`config.mk`:
```
export PLATFORM = sky130hd
export DESIGN_NAME = gif_stream_deframer
export DESIGN_NICKNAME = d
export VERILOG_FILES = /design/src/rtl/gsd_pkg.sv /design/src/rtl/gif_stream_deframer.sv /design/src/rtl/gsd_front.sv /design/src/rtl/gsd_queue.sv /design/src/rtl/gsd_back.sv
export SDC_FILE = /design/constraint.sdc
export NUM_CORES = 1
export LEC_CHECK = 0
export ABC_AREA = 1
export BUFFER_PORTS_ARGS = -buffer_cell sky130_fd_sc_hd__clkbuf_2
export CAP_MARGIN = 10
export CORE_MARGIN = 2
export CORE_UTILIZATION = 40
export CTS_CLUSTER_SIZE = 30
export DETAILED_ROUTE_END_ITERATION = 10
export PLACE_DENSITY = 0.52
export SLEW_MARGIN = 20
export SYNTH_ARGS = -nofsm -noshare
export SYNTH_HDL_FRONTEND = slang
export SYNTH_HIERARCHICAL = 1
export SYNTH_SLANG_ARGS = --single-unit
```
`constraint.sdc`:
```
create_clock -name clk_i -period 11.7 [get_ports clk_i]
set_input_delay 1.755 -clock clk_i [delete_from_list [all_inputs] [get_ports clk_i]]
set_output_delay 1.755 -clock clk_i [all_outputs]
set_load 0.02 [all_outputs]
```
`src/rtl/gsd_pkg.sv`:
```
// gsd_pkg: shared types and event codes for the gif stream deframer
// no dependencies

`default_nettype none

package gsd_pkg;

  localparam int unsigned QDepth = 2;

  typedef enum logic [3:0] {
    EV_SCREEN    = 4'd0,
    EV_GPAL      = 4'd1,
    EV_TRANSP    = 4'd2,
    EV_DESC      = 4'd3,
    EV_LPAL      = 4'd4,
    EV_CODE_SIZE = 4'd5,
    EV_DATA      = 4'd6,
    EV_END       = 4'd7,
    EV_ERROR     = 4'd8
  } gsd_event_e;

  typedef struct packed {
    gsd_event_e  event_res;
    logic [15:0] image_width;
    logic [15:0] image_height;
    logic [3:0]  pixel_depth;
    logic [7:0]  background_index;
    logic        is_interlaced;
    logic [7:0]  entry_index;
    logic [7:0]  red;
    logic [7:0]  green;
    logic [7:0]  blue;
    logic [7:0]  data_value;
  } gsd_item_t;

endpackage

`default_nettype wire

```
`src/rtl/gif_stream_deframer.sv`:
```
// gif_stream_deframer: top level, parser front, event queue and output stage
// depends on gsd_pkg, gsd_front, gsd_queue, gsd_back

// Parses a GIF container one byte per input transfer and reports screen header, palette
// entries, transparency, image descriptor, code size, data bytes, end and error events,
// at most one result per byte. One byte is taken every clock cycle while the output side
// keeps up, since the parser handles each byte with one combinational state update. A result
// passes through the two-entry event queue and then the output register, and the input
// stalls only when both are full. A start_of_stream flag restarts parsing.

`default_nettype none

module gif_stream_deframer import gsd_pkg::*; (
  input  wire logic         clk_i,
  input  wire logic         rst_ni,
  input  wire logic         s_axis_tvalid,
  output logic              s_axis_tready,
  input  wire logic [7:0]   s_axis_tdata,   // byte_in
  input  wire logic         s_axis_tuser,   // start_of_stream
  output logic              m_axis_tvalid,
  input  wire logic         m_axis_tready,
  // image_width, image_height, pixel_depth, row_byte_count, background_index,
  // is_interlaced, entry_index, red, green, blue, data_value, zero pad
  output logic [103:0]      m_axis_tdata,
  output logic [3:0]        m_axis_tuser    // event_res
);

  logic        push;
  logic        space;
  gsd_item_t   front_item;
  logic        q_valid;
  logic        pop;
  gsd_item_t   q_item;
  gsd_item_t   out_item;
  logic [15:0] out_row;

  gsd_front u_front (
    .clk_i        (clk_i),
    .rst_ni       (rst_ni),
    .byte_valid_i (s_axis_tvalid),
    .byte_i       (s_axis_tdata),
    .start_i      (s_axis_tuser),
    .space_i      (space),
    .byte_ready_o (s_axis_tready),
    .push_o       (push),
    .item_o       (front_item)
  );

  gsd_queue u_queue (
    .clk_i   (clk_i),
    .rst_ni  (rst_ni),
    .push_i  (push),
    .item_i  (front_item),
    .space_o (space),
    .pop_i   (pop),
    .valid_o (q_valid),
    .item_o  (q_item)
  );

  gsd_back u_back (
    .clk_i       (clk_i),
    .rst_ni      (rst_ni),
    .q_valid_i   (q_valid),
    .q_item_i    (q_item),
    .pop_o       (pop),
    .out_valid_o (m_axis_tvalid),
    .out_ready_i (m_axis_tready),
    .out_item_o  (out_item),
    .out_row_o   (out_row)
  );

  assign m_axis_tuser = out_item.event_res;
  assign m_axis_tdata = {3'b000,
                         out_item.data_value,
                         out_item.blue,
                         out_item.green,
                         out_item.red,
                         out_item.entry_index,
                         out_item.is_interlaced,
                         out_item.background_index,
                         out_row,
                         out_item.pixel_depth,
                         out_item.image_height,
                         out_item.image_width};

endmodule

`default_nettype wire

```
`src/rtl/gsd_front.sv`:
```
// gsd_front: byte parser state machine, one byte per transfer
// depends on gsd_pkg

`default_nettype none

module gsd_front import gsd_pkg::*; (
  input  wire logic       clk_i,
  input  wire logic       rst_ni,
  input  wire logic       byte_valid_i,
  input  wire logic [7:0] byte_i,
  input  wire logic       start_i,
  input  wire logic       space_i,
  output logic            byte_ready_o,
  output logic            push_o,
  output gsd_item_t       item_o
);

  localparam logic [3:0] M_HEADER   = 4'd0;
  localparam logic [3:0] M_GPAL     = 4'd1;
  localparam logic [3:0] M_BLOCK    = 4'd2;
  localparam logic [3:0] M_LABEL    = 4'd3;
  localparam logic [3:0] M_GCE      = 4'd4;
  localparam logic [3:0] M_SKIP     = 4'd5;
  localparam logic [3:0] M_DESC     = 4'd6;
  localparam logic [3:0] M_LPAL     = 4'd7;
  localparam logic [3:0] M_CODESIZE = 4'd8;
  localparam logic [3:0] M_DATA     = 4'd9;
  localparam logic [3:0] M_DONE     = 4'd10;
  localparam logic [3:0] M_ERROR    = 4'd11;

  localparam logic [7:0] ImageSep  = 8'h2c;
  localparam logic [7:0] ExtIntro  = 8'h21;
  localparam logic [7:0] GceLabel  = 8'hf9;
  localparam logic [7:0] SigG      = 8'h47;
  localparam logic [7:0] SigI      = 8'h49;
  localparam logic [7:0] SigF      = 8'h46;

  function automatic logic [3:0] round_depth(input logic [3:0] raw);
    logic [3:0] r;
    begin
      if (raw <= 4'd1) r = 4'd1;
      else if (raw <= 4'd4) r = 4'd4;
      else r = 4'd8;
      return r;
    end
  endfunction

  logic [3:0]  mode_q, mode_d;
  logic [3:0]  cnt_q, cnt_d;
  logic [15:0] width_q, width_d;
  logic [15:0] height_q, height_d;
  logic [3:0]  depth_q, depth_d;
  logic [8:0]  pal_size_q, pal_size_d;
  logic [8:0]  pal_pos_q, pal_pos_d;
  logic [1:0]  tri_q, tri_d;
  logic [7:0]  red_q, red_d;
  logic [7:0]  green_q, green_d;
  logic [7:0]  packed_q, packed_d;
  logic [7:0]  low_q, low_d;
  logic [7:0]  left_q, left_d;
  logic [7:0]  bg_q, bg_d;

  logic accept;

  assign byte_ready_o = space_i;
  assign accept       = byte_valid_i & space_i;

  always_comb begin
    logic [3:0] n;
    logic [3:0] raw;
    logic [8:0] pos_next;
    logic       is_pal;
    logic [3:0] pal_next_mode;
    logic [3:0] pal_ev;

    mode_d     = mode_q;
    cnt_d      = cnt_q;
    width_d    = width_q;
    height_d   = height_q;
    depth_d    = depth_q;
    pal_size_d = pal_size_q;
    pal_pos_d  = pal_pos_q;
    tri_d      = tri_q;
    red_d      = red_q;
    green_d    = green_q;
    packed_d   = packed_q;
    low_d      = low_q;
    left_d     = left_q;
    bg_d       = bg_q;
    push_o     = 1'b0;
    item_o     = '0;
    n          = '0;
    raw        = '0;
    pos_next   = '0;
    is_pal     = 1'b0;
    pal_next_mode = M_BLOCK;
    pal_ev     = EV_GPAL;

    if (start_i) begin
      mode_d     = M_HEADER;
      cnt_d      = '0;
      width_d    = '0;
      height_d   = '0;
      depth_d    = 4'd1;
      pal_size_d = '0;
      pal_pos_d  = '0;
      tri_d      = '0;
      red_d      = '0;
      green_d    = '0;
      packed_d   = '0;
      low_d      = '0;
      left_d     = '0;
      bg_d       = '0;
    end

    unique case (mode_d)
      M_HEADER: begin
        n     = cnt_d;
        cnt_d = n + 4'd1;
        if ((n == 4'd0 && byte_i != SigG) || (n == 4'd1 && byte_i != SigI) ||
            (n == 4'd2 && byte_i != SigF)) begin
          mode_d           = M_ERROR;
          push_o           = 1'b1;
          item_o.event_res = EV_ERROR;
          item_o.data_value = byte_i;
        end else if (n == 4'd6 || n == 4'd8) begin
          low_d = byte_i;
        end else if (n == 4'd7) begin
          width_d = {byte_i, low_d};
        end else if (n == 4'd9) begin
          height_d = {byte_i, low_d};
        end else if (n == 4'd10) begin
          packed_d = byte_i;
        end else if (n == 4'd11) begin
          bg_d = byte_i;
        end else if (n == 4'd12) begin
          raw        = {1'b0, packed_d[2:0]} + 4'd1;
          pal_size_d = 9'd1 << raw;
          depth_d    = round_depth(raw);
          pal_pos_d  = '0;
          tri_d      = '0;
          cnt_d      = '0;
          mode_d     = packed_d[7] ? M_GPAL : M_BLOCK;
          push_o     = 1'b1;
          item_o.event_res        = EV_SCREEN;
          item_o.image_width      = width_d;
          item_o.image_height     = height_d;
          item_o.pixel_depth      = depth_d;
          item_o.background_index = bg_d;
        end
      end
      M_GPAL: begin
        is_pal        = 1'b1;
        pal_next_mode = M_BLOCK;
        pal_ev        = EV_GPAL;
      end
      M_BLOCK: begin
        if (byte_i == ImageSep) begin
          mode_d = M_DESC;
          cnt_d  = '0;
        end else if (byte_i == ExtIntro) begin
          mode_d = M_LABEL;
        end else begin
          mode_d            = M_ERROR;
          push_o            = 1'b1;
          item_o.event_res  = EV_ERROR;
          item_o.data_value = byte_i;
        end
      end
      M_LABEL: begin
        cnt_d  = '0;
        left_d = '0;
        mode_d = (byte_i == GceLabel) ? M_GCE : M_SKIP;
      end
      M_GCE: begin
        n     = cnt_d;
        cnt_d = n + 4'd1;
        if (n == 4'd1) begin
          packed_d = byte_i;
        end else if (n == 4'd4 && packed_d[0]) begin
          push_o            = 1'b1;
          item_o.event_res  = EV_TRANSP;
          item_o.data_value = byte_i;
        end else if (n >= 4'd5) begin
          cnt_d  = '0;
          mode_d = M_BLOCK;
        end
      end
      M_SKIP: begin
        if (left_d == 8'd0) begin
          if (byte_i == 8'd0) mode_d = M_BLOCK;
          else left_d = byte_i;
        end else begin
          left_d = left_d - 8'd1;
        end
      end
      M_DESC: begin
        n     = cnt_d;
        cnt_d = n + 4'd1;
        if (n == 4'd4 || n == 4'd6) begin
          low_d = byte_i;
        end else if (n == 4'd5) begin
          width_d = {byte_i, low_d};
        end else if (n == 4'd7) begin
          height_d = {byte_i, low_d};
        end else if (n >= 4'd8) begin
          packed_d = byte_i;
          cnt_d    = '0;
          if (byte_i[7]) begin
            raw        = {1'b0, byte_i[2:0]} + 4'd1;
            pal_size_d = 9'd1 << raw;
            depth_d    = round_depth(raw);
            pal_pos_d  = '0;
            tri_d      = '0;
            mode_d     = M_LPAL;
          end else begin
            mode_d = M_CODESIZE;
          end
          push_o               = 1'b1;
          item_o.event_res     = EV_DESC;
          item_o.image_width   = width_d;
          item_o.image_height  = height_d;
          item_o.pixel_depth   = depth_d;
          item_o.is_interlaced = byte_i[6];
        end
      end
      M_LPAL: begin
        is_pal        = 1'b1;
        pal_next_mode = M_CODESIZE;
        pal_ev        = EV_LPAL;
      end
      M_CODESIZE: begin
        left_d            = '0;
        mode_d            = M_DATA;
        push_o            = 1'b1;
        item_o.event_res  = EV_CODE_SIZE;
        item_o.data_value = byte_i;
      end
      M_DATA: begin
        if (left_d == 8'd0) begin
          if (byte_i == 8'd0) begin
            mode_d           = M_DONE;
            push_o           = 1'b1;
            item_o.event_res = EV_END;
          end else begin
            left_d = byte_i;
          end
        end else begin
          left_d            = left_d - 8'd1;
          push_o            = 1'b1;
          item_o.event_res  = EV_DATA;
          item_o.data_value = byte_i;
        end
      end
      default: begin
      end
    endcase

    if (is_pal) begin
      unique case (tri_d)
        2'd0: begin
          red_d = byte_i;
          tri_d = 2'd1;
        end
        2'd1: begin
          green_d = byte_i;
          tri_d   = 2'd2;
        end
        default: begin
          tri_d  = 2'd0;
          push_o = 1'b1;
          item_o.event_res   = gsd_event_e'(pal_ev);
          item_o.entry_index = pal_pos_d[7:0];
          item_o.red         = red_d;
          item_o.green       = green_d;
          item_o.blue        = byte_i;
          pos_next  = pal_pos_d + 9'd1;
          pal_pos_d = pos_next;
          if (pos_next >= pal_size_d || pos_next == 9'd0) mode_d = pal_next_mode;
        end
      endcase
    end

    push_o = push_o & accept;
  end

  always_ff @(posedge clk_i or negedge rst_ni) begin
    if (!rst_ni) begin
      mode_q     <= M_HEADER;
      cnt_q      <= '0;
      width_q    <= '0;
      height_q   <= '0;
      depth_q    <= 4'd1;
      pal_size_q <= '0;
      pal_pos_q  <= '0;
      tri_q      <= '0;
      red_q      <= '0;
      green_q    <= '0;
      packed_q   <= '0;
      low_q      <= '0;
      left_q     <= '0;
      bg_q       <= '0;
    end else if (accept) begin
      mode_q     <= mode_d;
      cnt_q      <= cnt_d;
      width_q    <= width_d;
      height_q   <= height_d;
      depth_q    <= depth_d;
      pal_size_q <= pal_size_d;
      pal_pos_q  <= pal_pos_d;
      tri_q      <= tri_d;
      red_q      <= red_d;
      green_q    <= green_d;
      packed_q   <= packed_d;
      low_q      <= low_d;
      left_q     <= left_d;
      bg_q       <= bg_d;
    end
  end

endmodule

`default_nettype wire

```
`src/rtl/gsd_queue.sv`:
```
// gsd_queue: short fifo of classified events between parser and output stage
// depends on gsd_pkg

`default_nettype none

module gsd_queue import gsd_pkg::*; (
  input  wire logic      clk_i,
  input  wire logic      rst_ni,
  input  wire logic      push_i,
  input  wire gsd_item_t item_i,
  output logic           space_o,
  input  wire logic      pop_i,
  output logic           valid_o,
  output gsd_item_t      item_o
);

  localparam int unsigned PtrW = (QDepth > 1) ? $clog2(QDepth) : 1;
  localparam int unsigned CntW = $clog2(QDepth + 1);

  gsd_item_t         mem_q [QDepth];
  logic [PtrW-1:0]   wr_ptr_q, wr_ptr_d;
  logic [PtrW-1:0]   rd_ptr_q, rd_ptr_d;
  logic [CntW-1:0]   count_q, count_d;
  logic              do_push, do_pop;

  assign space_o = count_q != CntW'(QDepth);
  assign valid_o = count_q != '0;
  assign item_o  = mem_q[rd_ptr_q];
  assign do_push = push_i & space_o;
  assign do_pop  = pop_i & valid_o;

  always_comb begin
    wr_ptr_d = wr_ptr_q;
    rd_ptr_d = rd_ptr_q;
    count_d  = count_q;
    if (do_push) begin
      wr_ptr_d = (wr_ptr_q == PtrW'(QDepth - 1)) ? '0 : wr_ptr_q + PtrW'(1);
    end
    if (do_pop) begin
      rd_ptr_d = (rd_ptr_q == PtrW'(QDepth - 1)) ? '0 : rd_ptr_q + PtrW'(1);
    end
    unique case ({do_push, do_pop})
      2'b10:   count_d = count_q + CntW'(1);
      2'b01:   count_d = count_q - CntW'(1);
      default: count_d = count_q;
    endcase
  end

  always_ff @(posedge clk_i or negedge rst_ni) begin
    if (!rst_ni) begin
      wr_ptr_q <= '0;
      rd_ptr_q <= '0;
      count_q  <= '0;
    end else begin
      wr_ptr_q <= wr_ptr_d;
      rd_ptr_q <= rd_ptr_d;
      count_q  <= count_d;
    end
  end

  always_ff @(posedge clk_i) begin
    if (do_push) mem_q[wr_ptr_q] <= item_i;
  end

endmodule

`default_nettype wire

```
`src/rtl/gsd_back.sv`:
```
// gsd_back: output stage, derives row bytes and holds the result register
// depends on gsd_pkg

`default_nettype none

module gsd_back import gsd_pkg::*; (
  input  wire logic         clk_i,
  input  wire logic         rst_ni,
  input  wire logic         q_valid_i,
  input  wire gsd_item_t    q_item_i,
  output logic              pop_o,
  output logic              out_valid_o,
  input  wire logic         out_ready_i,
  output gsd_item_t         out_item_o,
  output logic [15:0]       out_row_o
);

  logic        valid_q;
  gsd_item_t   item_q;
  logic [15:0] row_q, row_d;
  logic [19:0] prod;
  logic [19:0] rounded;

  assign pop_o       = q_valid_i & (~valid_q | out_ready_i);
  assign out_valid_o = valid_q;
  assign out_item_o  = item_q;
  assign out_row_o   = row_q;

  always_comb begin
    prod    = 20'(q_item_i.image_width) * 20'(q_item_i.pixel_depth);
    rounded = prod + 20'd7;
    if (q_item_i.event_res == EV_SCREEN || q_item_i.event_res == EV_DESC) begin
      row_d = rounded[18:3];
    end else begin
      row_d = '0;
    end
  end

  always_ff @(posedge clk_i or negedge rst_ni) begin
    if (!rst_ni) begin
      valid_q <= 1'b0;
    end else if (pop_o) begin
      valid_q <= 1'b1;
    end else if (out_ready_i) begin
      valid_q <= 1'b0;
    end
  end

  always_ff @(posedge clk_i) begin
    if (pop_o) begin
      item_q <= q_item_i;
      row_q  <= row_d;
    end
  end

endmodule

`default_nettype wire

```
== Yosys cells after proc, flatten, opt, wreduce, memory -nomap -nowiden ==
Memory sizes are Yosys's and may differ from the RTL's.
Cells that the tools add are included.
Operators by class
  multiplexer cells: 227
  $lt $le $gt $ge: 7
  shift-type cells: 2
  equality and inequality tests: 31
  multiply operators: 1
  reductions and logical operators: 24
  $add $sub $neg: 10
  bitwise logic cells: 7
Operators by type and width (number)
  8-bit 2-to-1 mux: 39
  4-bit 2-to-1 mux: 65
  9-bit 2-to-1 mux: 28
  48-bit 2-to-1 mux: 5
  16-bit 2-to-1 mux: 14
  40-bit 2-to-1 mux: 3
  44-bit 2-to-1 mux: 2
  36-bit one-hot mux with 2 select lines: 1
  32-bit 2-to-1 mux: 2
  16-bit one-hot mux with 2 select lines: 2
  8-bit one-hot mux with 5 select lines: 1
  38-bit 2-to-1 mux: 1
  9-bit one-hot mux with 2 select lines: 2
  4-bit by 3-bit == test with 1-bit output, second input constant: 8
  1-bit 2-to-1 mux: 32
  2-bit 2-to-1 mux: 16
  4-bit one-hot mux with 8 select lines: 1
  8-bit one-hot mux with 2 select lines: 2
  4-bit == test, second input constant: 7
  8-bit by 7-bit inequality test with 1-bit output, second input constant: 3
  4-bit one-hot mux with 6 select lines: 1
  8-bit one-hot mux with 3 select lines: 1
  4-bit one-hot mux with 5 select lines: 1
  19-bit by 3-bit adder with 19-bit output, second input constant: 1
  36 further kinds: 71
Storage, ports and cells
  memory bits (writable): 178
  input port bits: 13
  memories kept: 1
  output and inout bits: 110
  logic and storage cells: 340
  register bits after elaboration: 222
Memories
  u_queue.mem_q: words 2, width 89, read ports 1, clocked after memory_dff 0, wr ports 1, line gsd_queue.sv:20  | gsd_item_t mem_q [QDepth];

== Depth between registers and ports, before layout ==
  depth in word-level cells: 18
  depth in mapped cells: 34
  gate-level depth less buffers: 32

== Cells and area by module ==
Netlist, hierarchy kept.
Modules (own cells, without submodules)
  gsd_front: seq. area each 2703.8 um2, instances 1, cells an instance 1243, area each 8274.2 um2
  gsd_queue: seq. area each 5445.2 um2, instances 1, cells an instance 494, area each 6765.2 um2
  gsd_back: seq. area each 3178.0 um2, instances 1, cells an instance 479, area each 5552.8 um2
  gif_stream_deframer: seq. area each 0.0 um2, instances 1, cells an instance 4, area each 26.3 um2

== Worst setup path before layout ==
No wires, ideal clock.
  path kind: input port to flip-flop
  start point: input port s_axis_tuser
  end point: memory u_queue/mem_q[0][0] (netlist bit) (enable)
  stages: 19
  arrival time: 7.800 ns
  path buffers: 3
  slack: 3.363 ns
  setup time: 0.537 ns
  required time: 11.163 ns
  cell sequence: buf_6 clkbuf_1 clkbuf_1 nor2_1 inv_1 ha_1 nand2_1 inv_1 nand2_2 nand3_2 nand3_4 nand2_4 nor2_2 nand2_2 inv_1 o41ai_1 inv_1 nand2_2 nor2_1
Between the ends
  cells in the longest elaborated chain, start to end: 18
  elaborated cells on any way between the ends: 74
  classes of those cells: order compare (1); eq/ne (19); mux (38); bitwise (2); reduce/logical (14)
Ends and longest elaborated chain
  start, declared: line gif_stream_deframer.sv:19  | input wire logic s_axis_tuser,
  4-bit 2-to-1 mux: line gsd_front.sv:99  | if (start_i) begin
  4-bit == test: line gsd_front.sv:136  | end else if (n == 4'd12) begin
  2-bit 2-to-1 mux: line gsd_front.sv:136
  2-bit 2-to-1 mux: line gsd_front.sv:134  | end else if (n == 4'd11) begin
  2-bit 2-to-1 mux: line gsd_front.sv:132  | end else if (n == 4'd10) begin
  2-bit 2-to-1 mux: line gsd_front.sv:130  | end else if (n == 4'd9) begin
  2-bit 2-to-1 mux: line gsd_front.sv:128  | end else if (n == 4'd7) begin
  2-bit 2-to-1 mux: line gsd_front.sv:126  | end else if (n == 4'd6 || n == 4'd8) begin
  [3 not listed]
  2-bit OR reduction (no source line)
  1-bit 2-to-1 mux: line gsd_front.sv:260  | unique case (tri_d)
  1-bit 2-to-1 mux *: line gsd_front.sv:259  | if (is_pal) begin
  1-bit AND *: line gsd_front.sv:284  | push_o = push_o & accept;
  via push: line gif_stream_deframer.sv:28  | logic push;
  1-bit AND *: line gsd_queue.sv:29  | assign do_push = push_i & space_o;
  1-bit 2-to-1 mux *: line gsd_queue.sv:62  | if (do_push) mem_q[wr_ptr_q] <= item_i;
  1-bit 2-to-1 mux (not written as such) *: line gsd_queue.sv:62
  end, declared: line gsd_queue.sv:20
Mark *: on every way through the listed nets, which the timed path passes. The rest lies on a longest branch.

== Worst setup path after layout ==
  start point: input port s_axis_tuser
  end point: memory u_queue/mem_q[1][62] (netlist bit) (enable)
The elaborated chain is that of the path after synthesis.

==> results.md <==
- Final period util: 51.9%
- Gpl congestion: slightly below 1
- First-pass GRT wire length: roughly 86000 um
- Area grow syn2layout: 12.6%
- Setup violators final: 0
- Setup TNS: 0 ns
- DRT iter0 DRCs: approximately 1100
- Min Tclk post-route: 6.07 ns
- Worst setup margin: about 5.6 ns
- Io pins: 123
- Routed len/inst: about 18 um
- Yosys cell types: 62
- H-tree depth: 2
- Via count: approximately 16000
- Antenna cells: 0
- Synthesized area: just over 0.02 sq mm
- Placeable Area: between 0.05 and 0.06 sq mm
- Placement row count: 83
- Overflow after GRT: 0
- Worst Path Buf+Inv: 6
- PD cells: 315 mW/mm^2
- # Max-Cap Violations: 0
- Post-synth EDFFs: about 280
- Layout fillers: 5000
- Total Routing Usage GR: between 20% and 30%
- Critical Path Max Stage Delay: ~0.57 ns
- Drt total wl: 54600 um
- 1st-pass router iterations: 7
- CP Launch Type: input port
- Slowest CP cell: inv_6
- Worst-case clock buffer depth: 3
- Post CTS Setup Buffer Count: 0
- Largest net degree at the start of global routing: 91
- Post-cts resize count: 0
- Antenna viol nets, final: 0
- Root buf cell: clkbuf_16
- Average size of a mapped cell: 9.29 sq um
- Worst slew margin: 39.7%
- Layout Nets: about 2400
- Max Fanout on Critical Path: 81
- Critical Path AT: 6.28 ns
- Die Y: about 230 um
- Number of global-route vias before repair: 15200
- CTS tree: done
- Cell Chain, Critical Path: clkbuf_2 -> buf_4 -> inv_6 -> o21ai_2 -> nand2_4 -> nand2_4 -> nand3_4 -> nand2_4 -> nor2_2 -> nand2_2 -> inv_1 -> o41ai_1 -> inv_1 -> nand2_2 -> nor2_4 -> buf_4
- Synth Warn #: 6
- Post-synthesis async set-or-reset flop share: 28.5%
- Hold Path Class: flop to flop
- Number of port buffers: around 120
- Final Hold Vio Count: 0
- Crit path max-delay family: buffers and inverters
- Status: complete, no violations
- Final core utilization: 45.4%
- RSZ-0062 raised after global routing: false
- Hold-fix buffers at CTS: 0
- Die area: ~0.053 sq mm
- Fmax: 165 MHz
- DP Wirelength: between 30000 and 40000 um
- CP Data Required Time: 11.90 ns
- Clock transition at path regs: approximately 0.06 ns
- Crit. End Element: flop
- Worst-margin pin slew: 0.898 ns
- Via density: roughly 5
- Post-Synthesis Cells: between 2000 and 2500
- Leakage: 0.0105 uW
- Clk sink count: ~400
- WS Path Type: input port to flop
- Total CTS buffers: 45
- Starting Density: between 40 and 50%
- Final Skew: 0.0255 ns
- Crit-path most repeated cell: nand2_4
- Initial antenna violation count: 0
- Max rail drop VDD: ~0.00013 V
- Clock latency on the worst-skew pair: ~0.59 ns
- Die X: ~230 um
- Final Max Tran Viols: 0
- Top FF cell, synth: edfxtp_1
- DRC: 0
- Synth Register Bits: 396
- Pre-CTS WS: roughly 5 ns
- Post-synthesis sequential area ratio: 54.9%
- Hold_ws: approximately 0.48 ns
- Share of post-route cells with drive strength above 1: between 10 and 15%
-- cell usage in the layout, fill, tap and decap left out, types with 5 or more instances in the layout --
cell type / count
nand3_2: 7
clkinv_2: 7
clkbuf_1: 12
nor2_4: 8
nand2_4: 6
o21ai_0: 139
inv_2: 19
clkinv_1: 8
o221ai_1: 5
buf_4: 15
a31oi_1: 14
nand3_1: 70
ha_1: 58
o211ai_1: 35
nor2_2: 9
o21ai_1: 21
clkbuf_16: 45
inv_1: 238
nor2_1: 195
nand2_2: 25
edfxtp_1: 283
a21oi_1: 117
dfrtp_1: 111
nand2_1: 619
o22ai_1: 9
o21a_1: 11
bufinv_16: 7
nand4_1: 6
nor3_1: 27
fa_1: 28
clkbuf_2: 118
o2111ai_1: 6
-- registers in the layout (all words and copies together), names as in the netlist, 2 cells and up --
| signal | flops |
|---|---|
| u_back/out_row_o | 16 |
| u_front/cnt_q | 4 |
| u_front/pal_pos_q | 9 |
| u_front/packed_q | 4 |
| u_back/out_item_o | 89 |
| u_front/green_q | 8 |
| u_queue/count_q | 2 |
| u_front/depth_q | 4 |
| u_front/tri_q | 2 |
| u_front/width_q | 16 |
| u_front/bg_q | 8 |
| u_front/pal_size_q | 9 |
| u_front/low_q | 8 |
| u_front/left_q | 8 |
| u_queue/mem_q | 178 |
| u_front/mode_q | 4 |
| u_front/red_q | 8 |
| u_front/height_q | 16 |
-- worst reg2reg max path, cell delays in order, from the launching register on --
cell and delay, ns:
dfrtp_4 0.91, buf_4 0.56, nand2_1 0.13, nand2_1 0.52, nand2_1 0.18, fa_1 0.56, inv_1 0.05, fa_1 0.47
ha_1 0.31, ha_1 0.35, nand2_1 0.09, nand2_1 0.07, o21bai_2 0.21, nand2_1 0.08, nand2_2 0.10, a21oi_1 0.18
nand2_1 0.07, nand2_1 0.07, nor2_2 0.03
-- path summary, 6_finish.rpt --
check | from | endpoint | slack, ns | cells after the start
min | u_front/bg_q[4] | u_front/bg_q[4] | 0.48 | 2
min in group asynchronous | rst_ni | u_front/pal_pos_q[3] | 1.18 | 1
max in group asynchronous | rst_ni | u_queue/rd_ptr_q | 9.32 | 2
max | s_axis_tuser | u_queue/mem_q[1][62] | 5.63 | 16
min reg2reg | u_front/bg_q[4] | u_front/bg_q[4] | 0.48 | 2
max reg2reg | u_queue/rd_ptr_q | u_back/out_row_o[9] | 6.48 | 18
-- through the flow --
| stage | cell area, sq um | std cells | total power [uW] |
|---|---|---|---|
| after floorplan | 20600 | 2222 | 4970 |
| after global placement | 21700 | 2943 | 5840 |
| after detailed placement | 21700 | 2943 | 5870 |
| after CTS | 23200 | 3027 | 7390 |
| after global routing | 23200 | 3027 | 7930 |
| final | 23200 | 3027 | 7310 |
-- layout make-up --
cell class	instances	area, sq um	share of cell area (%)
clock buffers	61	1230	5.28
clock inverters	23	310	1.34
inverters	262	996	4.29
multi-input cells	1471	7790	33.5
flip-flops and latches	396	11300	48.8
well taps	680	851	3.66
repair buffers	134	714	3.08
-- cells by family after synthesis --
group	count (synthesis)	synth area share, %
adders and majority gates	86	6.24
AOI/OAI and AO/OA	389	10.9
xor gates and xnor gates	7	0.297
buffers and inverters	355	7.43
other	1	0.0182
and+or+nand+nor	986	20.2
DFF	396	54.9
-- power breakdown --
part	switching, uW	internal, uW	leakage (uW)
combinational	2420	1040	0.00569
sequential	214	2160	0.00408
clock	583	893	0.000755
total	3210	4100	0.0105
-- cell usage after synthesis (3+ instances only) --
master	instances	area, sq um
a211oi_1	3	22.5
nand2_4	6	67.6
nor4_1	4	25.0
clkinv_1	3	11.3
nand3_1	70	350
clkbuf_1	42	158
xor2_1	3	26.3
o21a_1	11	82.6
nor2_2	9	56.3
nand3_2	7	70.1
buf_1	8	30.0
nand4_2	4	50.1
edfxtp_1	283	8500
o21ai_1	21	105
nand2_2	24	150
o21ai_0	139	696
o21ai_2	3	26.3
fa_1	28	561
xnor2_1	4	35.0
o2111ai_1	6	52.6
nand2_1	620	2330
buf_6	15	169
o221ai_1	5	43.8
buf_4	16	120
nor3_1	27	135
nor2_1	196	736
inv_1	239	897
o22ai_1	9	56.3
a21oi_1	118	591
ha_1	58	726
nor2_4	7	78.8
o211ai_1	35	263
a31oi_1	14	87.6
nand4_1	6	37.5
dfrtp_1	112	2800
inv_2	18	67.6
a21o_1	3	22.5
a22oi_1	4	30.0
buf_2	11	55.1
-- metal layers --
metal / GRT usage [%] / share of wire, % / up-vias
met5: 0 / 0 / -
met4: 8.33 / 3.7 / 0
met3: 2.52 / 4.3 / 101
met2: 34.7 / 48 / 355
met1: 26.9 / 44 / 7496
li1: - / - / 7587
(Power assumes the default switching activity.)
